[src/sv/sfm_pkg.sv]
// Package for the single-precision multiplier: float encodings and helper types.
// No dependencies.
`default_nettype none
package sfm_pkg;
   localparam int ExpW  = 8;
   localparam int FracW = 23;
   localparam int SigW  = FracW + 1;
   localparam int ProdW = 2 * SigW;

   localparam logic [31:0] QnanWord   = 32'h7FC0_0000;
   localparam logic [31:0] PosInfWord = 32'h7F80_0000;
   localparam logic [ExpW-1:0] ExpMax = 8'hFF;
   localparam logic [ExpW-1:0] Bias   = 8'h7F;

   // special-case classification, decided combinationally in sfm_core from the registered operands
   typedef enum logic [3:0] {
      CLS_NORMAL = 4'b0001,
      CLS_NAN    = 4'b0010,
      CLS_INF    = 4'b0100,
      CLS_ZERO   = 4'b1000
   } class_type;
endpackage
`default_nettype wire

[src/sv/sfm_core.sv]
// Combinational datapath: classify operands, multiply significands,
// normalize by one place, truncate, and assemble. Depends on sfm_pkg.
`default_nettype none
module sfm_core (
   input  wire logic [31:0] a,
   input  wire logic [31:0] b,
   output logic [31:0]      p
);
   import sfm_pkg::*;

   logic [ExpW-1:0]  ea, eb;
   logic             nan_a, nan_b;
   class_type        cls;
   logic [ProdW-1:0] sig;
   logic             top;
   logic [FracW-1:0] frac;
   logic signed [ExpW+2:0] e;
   logic             sign;

   always_comb begin
      ea    = a[30:23];
      eb    = b[30:23];
      nan_a = (ea == ExpMax) && (a[FracW-1:0] != '0);
      nan_b = (eb == ExpMax) && (b[FracW-1:0] != '0);
      if (nan_a || nan_b)                 cls = CLS_NAN;
      else if (ea == ExpMax || eb == ExpMax) cls = CLS_INF;
      else if (ea == '0 || eb == '0)      cls = CLS_ZERO;
      else                                cls = CLS_NORMAL;

      sig  = {1'b1, a[FracW-1:0]} * {1'b1, b[FracW-1:0]};
      top  = sig[ProdW-1];
      frac = top ? sig[ProdW-2 -: FracW] : sig[ProdW-3 -: FracW];
      e    = $signed({3'b000, ea}) + $signed({3'b000, eb})
             - $signed({3'b000, Bias}) + $signed({10'd0, top});
      sign = a[31] ^ b[31];

      case (cls)
         CLS_NAN:  p = QnanWord;
         CLS_INF:  p = PosInfWord;
         CLS_ZERO: p = '0;
         CLS_NORMAL: begin
            if (e >= 11'sd255)    p = {sign, PosInfWord[30:0]};
            else if (e <= 11'sd0) p = '0;
            else                  p = {sign, e[ExpW-1:0], frac};
         end
         default:  p = '0;
      endcase
   end
endmodule
`default_nettype wire

[src/sv/single_float_multiplier.sv]
// Truncating IEEE 754 single-precision multiplier.
// An accepted req beat passes the input register, then the result register, to
// rsp_valid. Throughput: one beat per cycle while rsp_stall is low; both registers advance
// together whenever the result beat leaves, and a result stall reaches req_stall directly.
// Reset (synchronous, active high) clears both valid flags; payload is not reset.
// Depends on sfm_pkg and sfm_core.
`default_nettype none
module single_float_multiplier (
   input  wire logic        clock,
   input  wire logic        reset,
   input  wire logic        req_valid,
   output logic             req_stall,
   input  wire logic [31:0] req_multiplicand,
   input  wire logic [31:0] req_multiplier,
   output logic             rsp_valid,
   input  wire logic        rsp_stall,
   output logic [31:0]      rsp_product
);
   import sfm_pkg::*;

   // input stage
   logic        in_valid_ff, in_valid_in;
   logic [31:0] a_ff, b_ff;
   // result stage
   logic        out_valid_ff, out_valid_in;
   logic [31:0] p_ff;
   logic [31:0] p_in;
   logic        adv_out, adv_in;

   sfm_core u_core (.a(a_ff), .b(b_ff), .p(p_in));

   // advance the result register when it is empty or its beat leaves now
   assign adv_out = !out_valid_ff || !rsp_stall;
   // advance the input register when its beat can move on
   assign adv_in  = !in_valid_ff || adv_out;
   assign req_stall = !adv_in;

   always_comb begin
      in_valid_in  = adv_in  ? req_valid   : in_valid_ff;
      out_valid_in = adv_out ? in_valid_ff : out_valid_ff;
   end

   always_ff @(posedge clock) begin
      if (reset) begin
         in_valid_ff  <= 1'b0;
         out_valid_ff <= 1'b0;
      end else begin
         in_valid_ff  <= in_valid_in;
         out_valid_ff <= out_valid_in;
      end
      if (adv_in && req_valid) begin
         a_ff <= req_multiplicand;
         b_ff <= req_multiplier;
      end
      // hold the result while stalled
      if (adv_out && in_valid_ff) p_ff <= p_in;
   end

   assign rsp_valid   = out_valid_ff;
   assign rsp_product = p_ff;
endmodule
`default_nettype wire

[config.mk]
export PLATFORM = sky130hd
export DESIGN_NAME = single_float_multiplier
export DESIGN_NICKNAME = d
export VERILOG_FILES = /design/src/sv/sfm_pkg.sv /design/src/sv/sfm_core.sv /design/src/sv/single_float_multiplier.sv
export SDC_FILE = /design/constraint.sdc
export NUM_CORES = 1
export LEC_CHECK = 0
export ABC_AREA = 0
export BUFFER_PORTS_ARGS = -buffer_cell sky130_fd_sc_hd__clkbuf_2
export CAP_MARGIN = 20
export CORE_ASPECT_RATIO = 0.8
export CORE_MARGIN = 4
export CORE_UTILIZATION = 35
export CTS_CLUSTER_SIZE = 12
export DETAILED_ROUTE_END_ITERATION = 10
export GPL_ROUTABILITY_DRIVEN = 1
export PLACE_DENSITY_LB_ADDON = 0.05
export RECOVER_POWER = 25
export SYNTH_ARGS = -nofsm -noshare
export SYNTH_HDL_FRONTEND = slang
export SYNTH_HIERARCHICAL = 1
export SYNTH_SLANG_ARGS = --single-unit
[constraint.sdc]
create_clock -name clock -period 11.24 [get_ports clock]
set_clock_uncertainty 0.15 [all_clocks]
set_input_delay 1.686 -clock clock [delete_from_list [all_inputs] [get_ports clock]]
set_output_delay 1.686 -clock clock [all_outputs]
set_load 0.05 [all_outputs]
==> results of run 1 <==
==> synth_stat cells, drive strengths merged, types with 3 or more instances <==
cell type,instances,share of area (%)
o31ai,4,0.16
nor3,5,0.11
mux2i,23,1.0
and2,215,6.0
xor2,14,0.55
a221oi,3,0.12
edfxtp,96,13
a21o,10,0.34
fa,482,43
nand2,311,5.2
o21bai,6,0.20
a2111oi,3,0.17
nand4,14,0.39
o21a,6,0.20
buf,5,0.15
a211oi,11,0.42
nand3,7,0.18
a21oi,41,0.94
xnor2,21,0.91
nor2b,9,0.25
a21boi,4,0.13
o31a,3,0.12
nand2b,7,0.20
a31oi,4,0.11
nor2,88,1.5
nor4,17,0.48
ha,186,10
o21ai,35,0.80
inv,577,9.7
and3,8,0.22
clkbuf,93,1.6
==> final timing paths <==
check,endpoint,slack [ps],startpoint
worst max-delay path,rsp_product[19]$_DFFE_PP_,520,a_ff[11]$_DFFE_PP_
worst min register to register,in_valid_ff$_SDFFE_PP0P_,380,in_valid_ff$_SDFFE_PP0P_
worst max register to register,rsp_product[19]$_DFFE_PP_,520,a_ff[11]$_DFFE_PP_
worst min-delay path,in_valid_ff$_SDFFE_PP0P_,380,in_valid_ff$_SDFFE_PP0P_
==> cell type report <==
class                           instances  area share [%]
Timing Repair Buffer                  190           5.143
Clock buffer                           10          0.9346
Antenna cell                            1         0.01021
Inverter                              579           8.871
Tap cell                              840           4.290
Sequential cell                        98           11.93
Multi-Input combinational cell       1557           68.62
Clock inverter                          6          0.2043
==> worst max-delay path: cells and delay by family, from the launching register on <==
family | cells | cell delay [ps]
simple gates | 9 | 3000
compound gates | 6 | 1340
xor+xnor | 1 | 160
buf+inv | 9 | 730
fa+ha+maj | 10 | 4260
flops | 1 | 940
==> logic make-up (layout without fill, tap and decap cells) <==
family,Yosys count,count (layout),share of synthesized area (%)
adders and majority gates,668,668,53.78
buffers and inverters,677,785,11.47
xor gates and xnor gates,35,35,1.461
and+or+nand+nor,690,690,14.90
muxes,23,23,1.034
other,0,1,0
AOI/OAI and AO/OA,141,141,4.225
DFF,98,98,13.13
==> registers in the layout, summed over array words and instances, names as in the netlist <==
name and count:
in_valid_ff 1, rsp_product 32, b_ff 32, rsp_valid 1
a_ff 32
==> routing by layer <==
| layer | up-vias | wire length, µm | global-route usage, % |
|---|---|---|---|
| li1 | 7157 | - | - |
| met1 | 8261 | 32700 | 30.24 |
| met4 | 4 | 1113 | 3.687 |
| met3 | 66 | 4098 | 4.259 |
| met2 | 383 | 33600 | 35.97 |
| met5 | - | 23 | 0 |
==> repair_timing <==
action,4_1_cts,5_1_grt
endpoints found under the hold margin,0,0
endpoints found under the setup margin,0,22
setup buffers,0,3
==> metrics by stage <==
stage,hold WS (ps),util (%),setup WS [ps],cell area (µm²)
floorplan,322.0,-,1399,22270
global placement,344.0,38.45,603.4,24140
detailed placement,356.6,38.45,377.9,24140
CTS,369.0,38.89,318.7,24420
global route,396.8,39.02,38.67,24500
finish,375.6,39.02,524.8,24500
==> flow_summary_export.csv, run 1 <==
group,metric,value,unit
outcome,status,"completed",
clock_network,clock_latency,410,ps
clock_network,post_cts_resized,0,
global_routing,grt_pass1_vias,17618,
setup_path,r2r.worst_path.cells,35,
placed_design,io_buffers,101,
min_path,hold_class,"reg -> reg",
floorplan,die_y,233.6,µm
setup_path,cp_slowest_cell,"edfxtp_1",
global_routing,antenna_found_initial,5,
timing,timing.final.crit_share,95.33,%
setup_path,criticalPathCategory,"reg -> reg",
routing,drc,0,
placed_design,dp_cells,3259,
timing,finalCriticalPeriod,10720,ps
timing,hold_violations,0,
timing,setup_tns,0,ps
cells_and_area,final_cell_mix,"inv_1 (577), fa_1 (482), nand2_1 (311), and2_1 (215), ha_1 (186)",
setup_path,worstSetupStartpointType,"flop",
synth,syn-cell-area,22270,µm²
cells_and_area,syn2layout_area_growth,10.01,%
floorplan,initial_core_util,35.47,%
synth,ys_types,61,
synth,ys_warn_count,6,
synth,syn_nets,3068,
synth,ys_seq_elements,98,
placed_design,finalWeightedCongestion,0.8967,
synth,yosysSeqAreaShare,13.13,%
cells_and_area,multi_input_area,16810,µm²
clock_network,cts_inserted_buffers,9,
floorplan,ios,102,
clock_network,path_clk_slew,80,ps
setup_path,endpoint_kind,"flop",
clock_network,htreeDepth,3,
floorplan,core_area,62790,µm²
routing,num_vias,15871,
floorplan,die_x,290.0,µm
synth,syn_avg_cell_area,9.549,µm²
timing,slew_viol_final,0,
clock_network,numClockSinks,98,
flow_run,cap_violations,0,
clock_network,hold_buffers,0,
synth,synth-main-ff-cell,"edfxtp_1",
timing,fmax,93.33,MHz
cells_and_area,drive_gt1_share,8.607,%
routing,via_per_inst,4.837,
floorplan,dieArea,67750,µm²
clock_network,tritoncts,"done",
setup_path,required,11330,ps
min_path,holdPathStages,2,
setup_path,path_common_cell,"inv_1",
setup_path,crit_fanout,16,
cells_and_area,nFillCells,6442,
clock_network,clockRootBuffer,"clkbuf_16",
timing,worst_pin_slew,1043,ps
synth,syn_inst,2332,
synth,synth-edff-count,96,
routing,drt-pass1-iter-count,5,
global_routing,grt_max_degree,65,
timing,setup_violations,0,
timing,relSlewSlack,30.45,%
routing,detail-route-antenna-nets,0,
global_routing,grt_usage,21.75,%
cells_and_area,fin_nets,3171,
routing,drt_wl_total,71.54,mm
clock_network,clockBufferDepth,2,
routing,drt_iter0_drc,976,
cells_and_area,final_cells,3281,
synth,async_reset_ff_share,0,%
global_routing,grt_pass1_wl,109.8,mm
floorplan,num_rows,82,
timing,rsz0062_at_grt,"false",
placed_design,dpl.hpwl,58.47,mm
routing,wl_per_cell,21.80,µm
setup_path,arrival,10810,ps
cells_and_area,regArea,2923,µm²
cells_and_area,final_common_cell,"inv_1",
global_routing,grt_overflow,0,
setup_path,slowest_delay,940,ps
Power of run 1 is not shown: default switching activity piles up to over one toggle a cycle in this logic, so the estimate is an artifact.
==> run 2: changes to the inputs <==
- ABC_AREA: 0 -> 1
==> run 2 against run 1 <==
Effect of this change:
- critical path depth rose by 3
- utilization decreased by 0.62 points
- register-to-register slack improved by 1400 ps
- non-clock buffer count is 36 lower
- first-iteration DRC count is 3.0% higher
- wire length is 4.7% higher
- fmax increased by 15%
- critical path type unchanged
==> flow_summary_export.csv, run 2 <==
group,metric,value,unit
setup_path,r2r-end,"rsp_product[0]$_DFFE_PP_",
placed_design,dp_cells,3944,
min_path,hold_end,"in_valid_ff$_SDFFE_PP0P_",
timing,finalCriticalPeriod,9314,ps
synth,synth_mux_area_share,0,%
setup_path,r2r-start,"b_ff[2]$_DFFE_PP_",
setup_path,arrival,9300,ps
synth,synth-edff-count,96,
timing,fmax,107.4,MHz
routing,drt_iter0_drc,1005,
placed_design,detailedPlace.worstSlack,1961,ps
setup_path,cp_slowest_cell,"edfxtp_1",
timing,setup_violations,0,
clock_network,post_cts_resized,0,
synth,syn_inst,2984,
floorplan,dieArea,72590,µm²
synth,syn-cell-area,23910,µm²
clock_network,tritoncts,"done",
global_routing,grt_pass1_wl,119.2,mm
clock_network,path_clk_slew,90,ps
timing,timing.final.crit_share,82.86,%
clock_network,numClockSinks,98,
synth,ys_seq_elements,98,
placed_design,dpl.hpwl,63.46,mm
routing,wl_per_cell,18.90,µm
clock_network,htreeDepth,3,
synth,synthAdderAreaFrac,50.09,%
clock_network,clockBufferDepth,2,
cells_and_area,fin_nets,3780,
cells_and_area,diodes,0,
flow_run,cap_violations,0,
synth,yosysMostFrequentCell,"inv_1",
setup_path,slowest_delay,800,ps
synth,synth.largest_area_cell,"fa_1",
cells_and_area,final_util,38.40,%
setup_path,crit_fanout,23,
setup_path,r2r.worst_path.cells,38,
synth,synth_compound_area_share,3.202,%
synth,synth-main-ff-cell,"edfxtp_1",
global_routing,grt_usage,21.46,%
synth,synth_top_area_share,40.35,%
routing,drt-pass1-iter-count,5,
clock_network,clockRootBuffer,"clkbuf_16",
synth,synth-simple-area-share,17.59,%
floorplan,initial_core_util,35.46,%
min_path,holdPathStages,2,
synth,ys_types,41,
global_routing,antenna_found_initial,2,
timing,relSlewSlack,28.67,%
cells_and_area,final_cell_mix,"inv_1 (912), nand2_1 (792), fa_1 (482), ha_1 (186), nor2_1 (104)",
synth,synthTopCellsByArea,"fa_1 (40%), inv_1 (14%), nand2_1 (12%)",
clock_network,post-cts-setup-buffers,0,
timing,fin_ws,1926,ps
timing,hold_violations,0,
synth,syn_nets,3720,
synth,ys_warn_count,6,
placed_design,io_buffers,101,
routing,num_vias,18288,
setup_path,endpoint_kind,"flop",
cells_and_area,drive_gt1_share,6.756,%
synth,yosysSeqAreaShare,12.22,%
routing,wl_met1,36.72,mm
cells_and_area,final_common_cell,"inv_1",
routing,via_per_inst,4.616,
synth,syn_avg_cell_area,8.013,µm²
timing,worst_pin_slew,1070,ps
routing,met3WireLength,3.436,mm
routing,top_layer_used,"met5",
floorplan,die_y,241.8,µm
setup_path,worstSetupStartpointType,"flop",
global_routing,grt_overflow,0,
timing,rsz0062_at_grt,"false",
timing,setup_tns,0,ps
floorplan,num_rows,85,
cells_and_area,syn2layout_area_growth,8.273,%
setup_path,required,11230,ps
global_routing,grt_max_degree,65,
clock_network,cts_inserted_buffers,9,
routing,drt_wl_total,74.88,mm
cells_and_area,nFillCells,7106,
outcome,status,"completed",
setup_path,reg2reg_slack,1930,ps
routing,drc,0,
routing,met2_length,33.80,mm
floorplan,die_x,300.2,µm
min_path,min_from,"in_valid_ff$_SDFFE_PP0P_",
clock_network,hold_buffers,0,
timing,slew_viol_final,0,
synth,synth_top_family_by_area,"adder cells",
setup_path,criticalPathCategory,"reg -> reg",
placed_design,finalWeightedCongestion,0.9069,
clock_network,clock_latency,400,ps
synth,async_reset_ff_share,0,%
cells_and_area,final_cells,3962,
min_path,hold_class,"reg -> reg",
routing,detail-route-antenna-nets,0,
global_routing,grt_pass1_vias,20111,
floorplan,core_area,67430,µm²
synth,synth_xor_area_share,0.6959,%
floorplan,ios,102,
synth,yosys-top-cells-count,"inv_1 (913), nand2_1 (792), fa_1 (482), ha_1 (186), nor2_1 (104)",
[run 2: per-layer routing]
metal	vias up	track usage [%]
met5	-	0
met4	2	3.230
met3	47	3.399
met2	376	34.42
met1	9204	31.34
li1	8659	-
[run 2: metrics by stage]
stage,area [µm²],hold slack (ps)
global placement,25550,335.9
detailed placement,25550,347.8
CTS,25850,359.8
global route,25890,377.4
finish,25890,354.5
floorplan,23910,306.9
[run 2: cells by family (layout without fill, tap and decap cells)]
family,Yosys count,in the layout
compound gates,141,141
flops,98,98
xor+xnor,19,19
fa+ha+maj,668,668
simple gates,1036,1036
buf+inv,1022,1087
[run 2: area by class of cell]
cell class,count,area [µm²],share of cell area (%)
clock buffers,10,239.0,0.9231
clock inverters,6,56.30,0.2175
inverters,917,3443,13.30
multi-input cells,1864,17130,66.18
flip-flops and latches,98,2923,11.29
well taps,913,1142,4.412
repair buffers,154,953.4,3.683
[run 2: worst max-delay path: cells and delay by family, from the launching register on]
kind	cells	cell delay, ps
simple gates	18	2460
fa+ha+maj	10	4450
buf+inv	8	790
flops	1	800
compound gates	2	390
[run 2: worst max-delay path by stage]
| stage | from | end | slack, ps | cells after the start |
|---|---|---|---|---|
| 6_report | b_ff[2]$_DFFE_PP_ | rsp_product[0]$_DFFE_PP_ | 1930 | 38 |
| 5_1_grt | b_ff[2]$_DFFE_PP_ | rsp_product[0]$_DFFE_PP_ | 1070 | 38 |
| 4_1_cts | b_ff[16]$_DFFE_PP_ | rsp_product[0]$_DFFE_PP_ | 1860 | 35 |
| 3_5_place_dp | b_ff[2]$_DFFE_PP_ | rsp_product[0]$_DFFE_PP_ | 1960 | 38 |
| 3_3_place_gp | b_ff[2]$_DFFE_PP_ | rsp_product[0]$_DFFE_PP_ | 1960 | 38 |
| 2_1_floorplan | b_ff[3]$_DFFE_PP_ | rsp_product[4]$_DFFE_PP_ | 3280 | 41 |
Power of run 2 is left out for the same reason.
==> run 3: changes to the inputs <==
- ABC_AREA: 1 -> 0
- clock period: 11.24 -> 8.1 ns (I/O delays scaled with it)
==> run 3 against run 2 <==
Effect of this change:
- the flow now finishes with violations (setup timing)
- worst setup slack got worse by 3100 ps
- count of clock-buffer cells in the layout decreased by 1
- sequential cell count unchanged
- die area decreased by 6.7%
- register-to-register slack got worse by 3100 ps
- fmax increased by 0.34%
- cell count decreased by 12%
- sequential share of layout area decreased by 0.57 points
- via count decreased by 9.1%
- non-clock buffer count increased by 257
- worst hold slack improved by 12 ps
- critical path depth decreased by 4
- critical endpoint is now rsp_product[21]$_DFFE_PP_
- largest cell class unchanged
==> flow_summary_export.csv, run 3 (synthesis results as in run 1) <==
group,metric,value,unit
setup_path,criticalPathCategory,"reg -> reg",
cells_and_area,drive_gt1_share,19.99,%
clock_network,hold_buffers,0,
timing,relSlewSlack,31.11,%
placed_design,detailedPlace.worstSlack,-1453,ps
routing,drt_wl_total,71.87,mm
routing,detail-route-antenna-nets,0,
global_routing,grt_util_met3,1.854,%
global_routing,use_met2,38.03,%
global_routing,grt_max_degree,65,
routing,via_per_inst,4.750,
setup_path,r2r-end,"rsp_product[21]$_DFFE_PP_",
timing,worst_pin_slew,1033,ps
cells_and_area,fin_nets,3392,
setup_path,slowest_delay,580,ps
setup_path,path_common_cell,"fa_1",
routing,drt_iter0_drc,711,
setup_path,endpoint_kind,"flop",
cells_and_area,diodes,0,
floorplan,ios,102,
global_routing,grt_pass1_wl,111.5,mm
setup_path,cp_slowest_cell,"or4_4",
routing,drt-pass1-iter-count,5,
cells_and_area,final_common_cell,"inv_1",
floorplan,core_area,62790,µm²
setup_path,crit_fanout,7,
timing,setup_violations,32,
timing,hold_violations,0,
outcome,failed_checks,"setup timing",
timing,fin_ws,-1182,ps
global_routing,grt_overflow,0,
timing,slew_viol_final,0,
floorplan,initial_core_util,35.47,%
clock_network,clockRootBuffer,"clkbuf_16",
cells_and_area,nFillCells,6214,
timing,finalCriticalPeriod,9282,ps
min_path,hold_class,"reg -> reg",
routing,num_vias,16630,
setup_path,r2r.worst_path.cells,34,
min_path,hold_end,"in_valid_ff$_SDFFE_PP0P_",
clock_network,clockBufferDepth,2,
clock_network,htreeDepth,3,
floorplan,die_y,233.6,µm
setup_path,worstSetupStartpointType,"flop",
timing,rsz0062_at_grt,"true",
floorplan,dieArea,67750,µm²
cells_and_area,syn2layout_area_growth,22.44,%
clock_network,tritoncts,"done",
placed_design,dpl.hpwl,60.11,mm
clock_network,clock_latency,390,ps
timing,fmax,107.7,MHz
setup_path,reg2reg_slack,-1180,ps
floorplan,num_rows,82,
global_routing,use_met1,29.93,%
global_routing,grt_pass1_vias,18508,
global_routing,busiest_layer,"met2",
global_routing,antenna_found_initial,3,
outcome,status,"complete, but fails checks",
clock_network,numClockSinks,98,
min_path,holdPathStages,2,
placed_design,io_buffers,101,
setup_path,required,8200,ps
clock_network,cts_inserted_buffers,9,
timing,holdWs,366.6,ps
setup_path,r2r-start,"a_ff[7]$_DFFE_PP_",
cells_and_area,final_cell_mix,"inv_1 (562), fa_1 (468), nand2_1 (297), buf_4 (249), and2_1 (209)",
min_path,min_from,"in_valid_ff$_SDFFE_PP0P_",
routing,drc,0,
placed_design,dp_cells,3455,
timing,timing.final.crit_share,114.6,%
global_routing,grt_usage,21.86,%
floorplan,die_x,290.0,µm
flow_run,cap_violations,0,
cells_and_area,final_cells,3501,
routing,wl_per_cell,20.53,µm
placed_design,finalWeightedCongestion,0.8813,
setup_path,arrival,9380,ps
clock_network,path_clk_slew,80,ps
## run 3: cell count changes in the layout (fill, tap and decap cells not counted), sizes merged, moves of 11 or more
cell | before | now
nand3 | 57 | 7
mux2i | 0 | 23
o21ai | 46 | 35
a21oi | 74 | 41
and2 | 1 | 215
inv | 919 | 579
nor2 | 121 | 88
nand2 | 798 | 311
buf | 53 | 309
## run 3: repair_timing
| action | CTS | global route |
|---|---|---|
| setup endpoints to repair | 32 | 32 |
| setup buffers | 20 | 6 |
| resized for setup | 56 | 43 |
| gates cloned | 2 | 1 |
| pin swaps | 9 | 14 |
## run 3: area by class of cell
type | instances | area (µm²) | area share [%]
tap | 840 | 1051 | 3.855
sequential | 98 | 2923 | 10.72
timing repair buffer | 411 | 3497 | 12.83
multi-input combinational | 1557 | 17310 | 63.48
clock buffer | 9 | 225.2 | 0.8260
inverter | 579 | 2180 | 7.994
clock inverter | 7 | 81.33 | 0.2983
## run 3: metrics by stage
step | cell area (µm²) | utilization, % | TNS (ps)
3_3_place_gp | 26330 | 41.94 | -35370
3_5_place_dp | 26330 | 41.94 | -39660
6_report | 27270 | 43.42 | -32580
2_1_floorplan | 22830 | - | -28770
4_1_cts | 27040 | 43.07 | -32430
5_1_grt | 27270 | 43.42 | -42800
## run 3: how the worst max path moves through the flow
stage / end / slack, ps / from / cells past startpoint
after global routing: rsp_product[19]$_DFFE_PP_ / -1490 / b_ff[0]$_DFFE_PP_ / 38
after floorplan: rsp_product[8]$_DFFE_PP_ / -1090 / b_ff[21]$_DFFE_PP_ / 37
after global placement: rsp_product[20]$_DFFE_PP_ / -1290 / b_ff[0]$_DFFE_PP_ / 35
after detailed placement: rsp_product[19]$_DFFE_PP_ / -1450 / a_ff[7]$_DFFE_PP_ / 35
after CTS: rsp_product[19]$_DFFE_PP_ / -1170 / b_ff[0]$_DFFE_PP_ / 36
final: rsp_product[21]$_DFFE_PP_ / -1180 / a_ff[7]$_DFFE_PP_ / 34
## run 3: routing by layer
layer	part of all wire, %	wire length (µm)	up-vias
met1	46	32880	8658
li1	-	-	7607
met4	2.1	1506	0
met5	0	0	-
met3	3.1	2216	62
met2	49	35260	303
## run 3: worst max-delay path, delay by kind of cell (launching register included)
family,cells,cell delay [ps]
compound gates,7,1450
xor+xnor,1,160
fa+ha+maj,10,4080
buf+inv,8,830
flops,1,470
simple gates,8,1970
Power of run 3 is left out for the same reason.
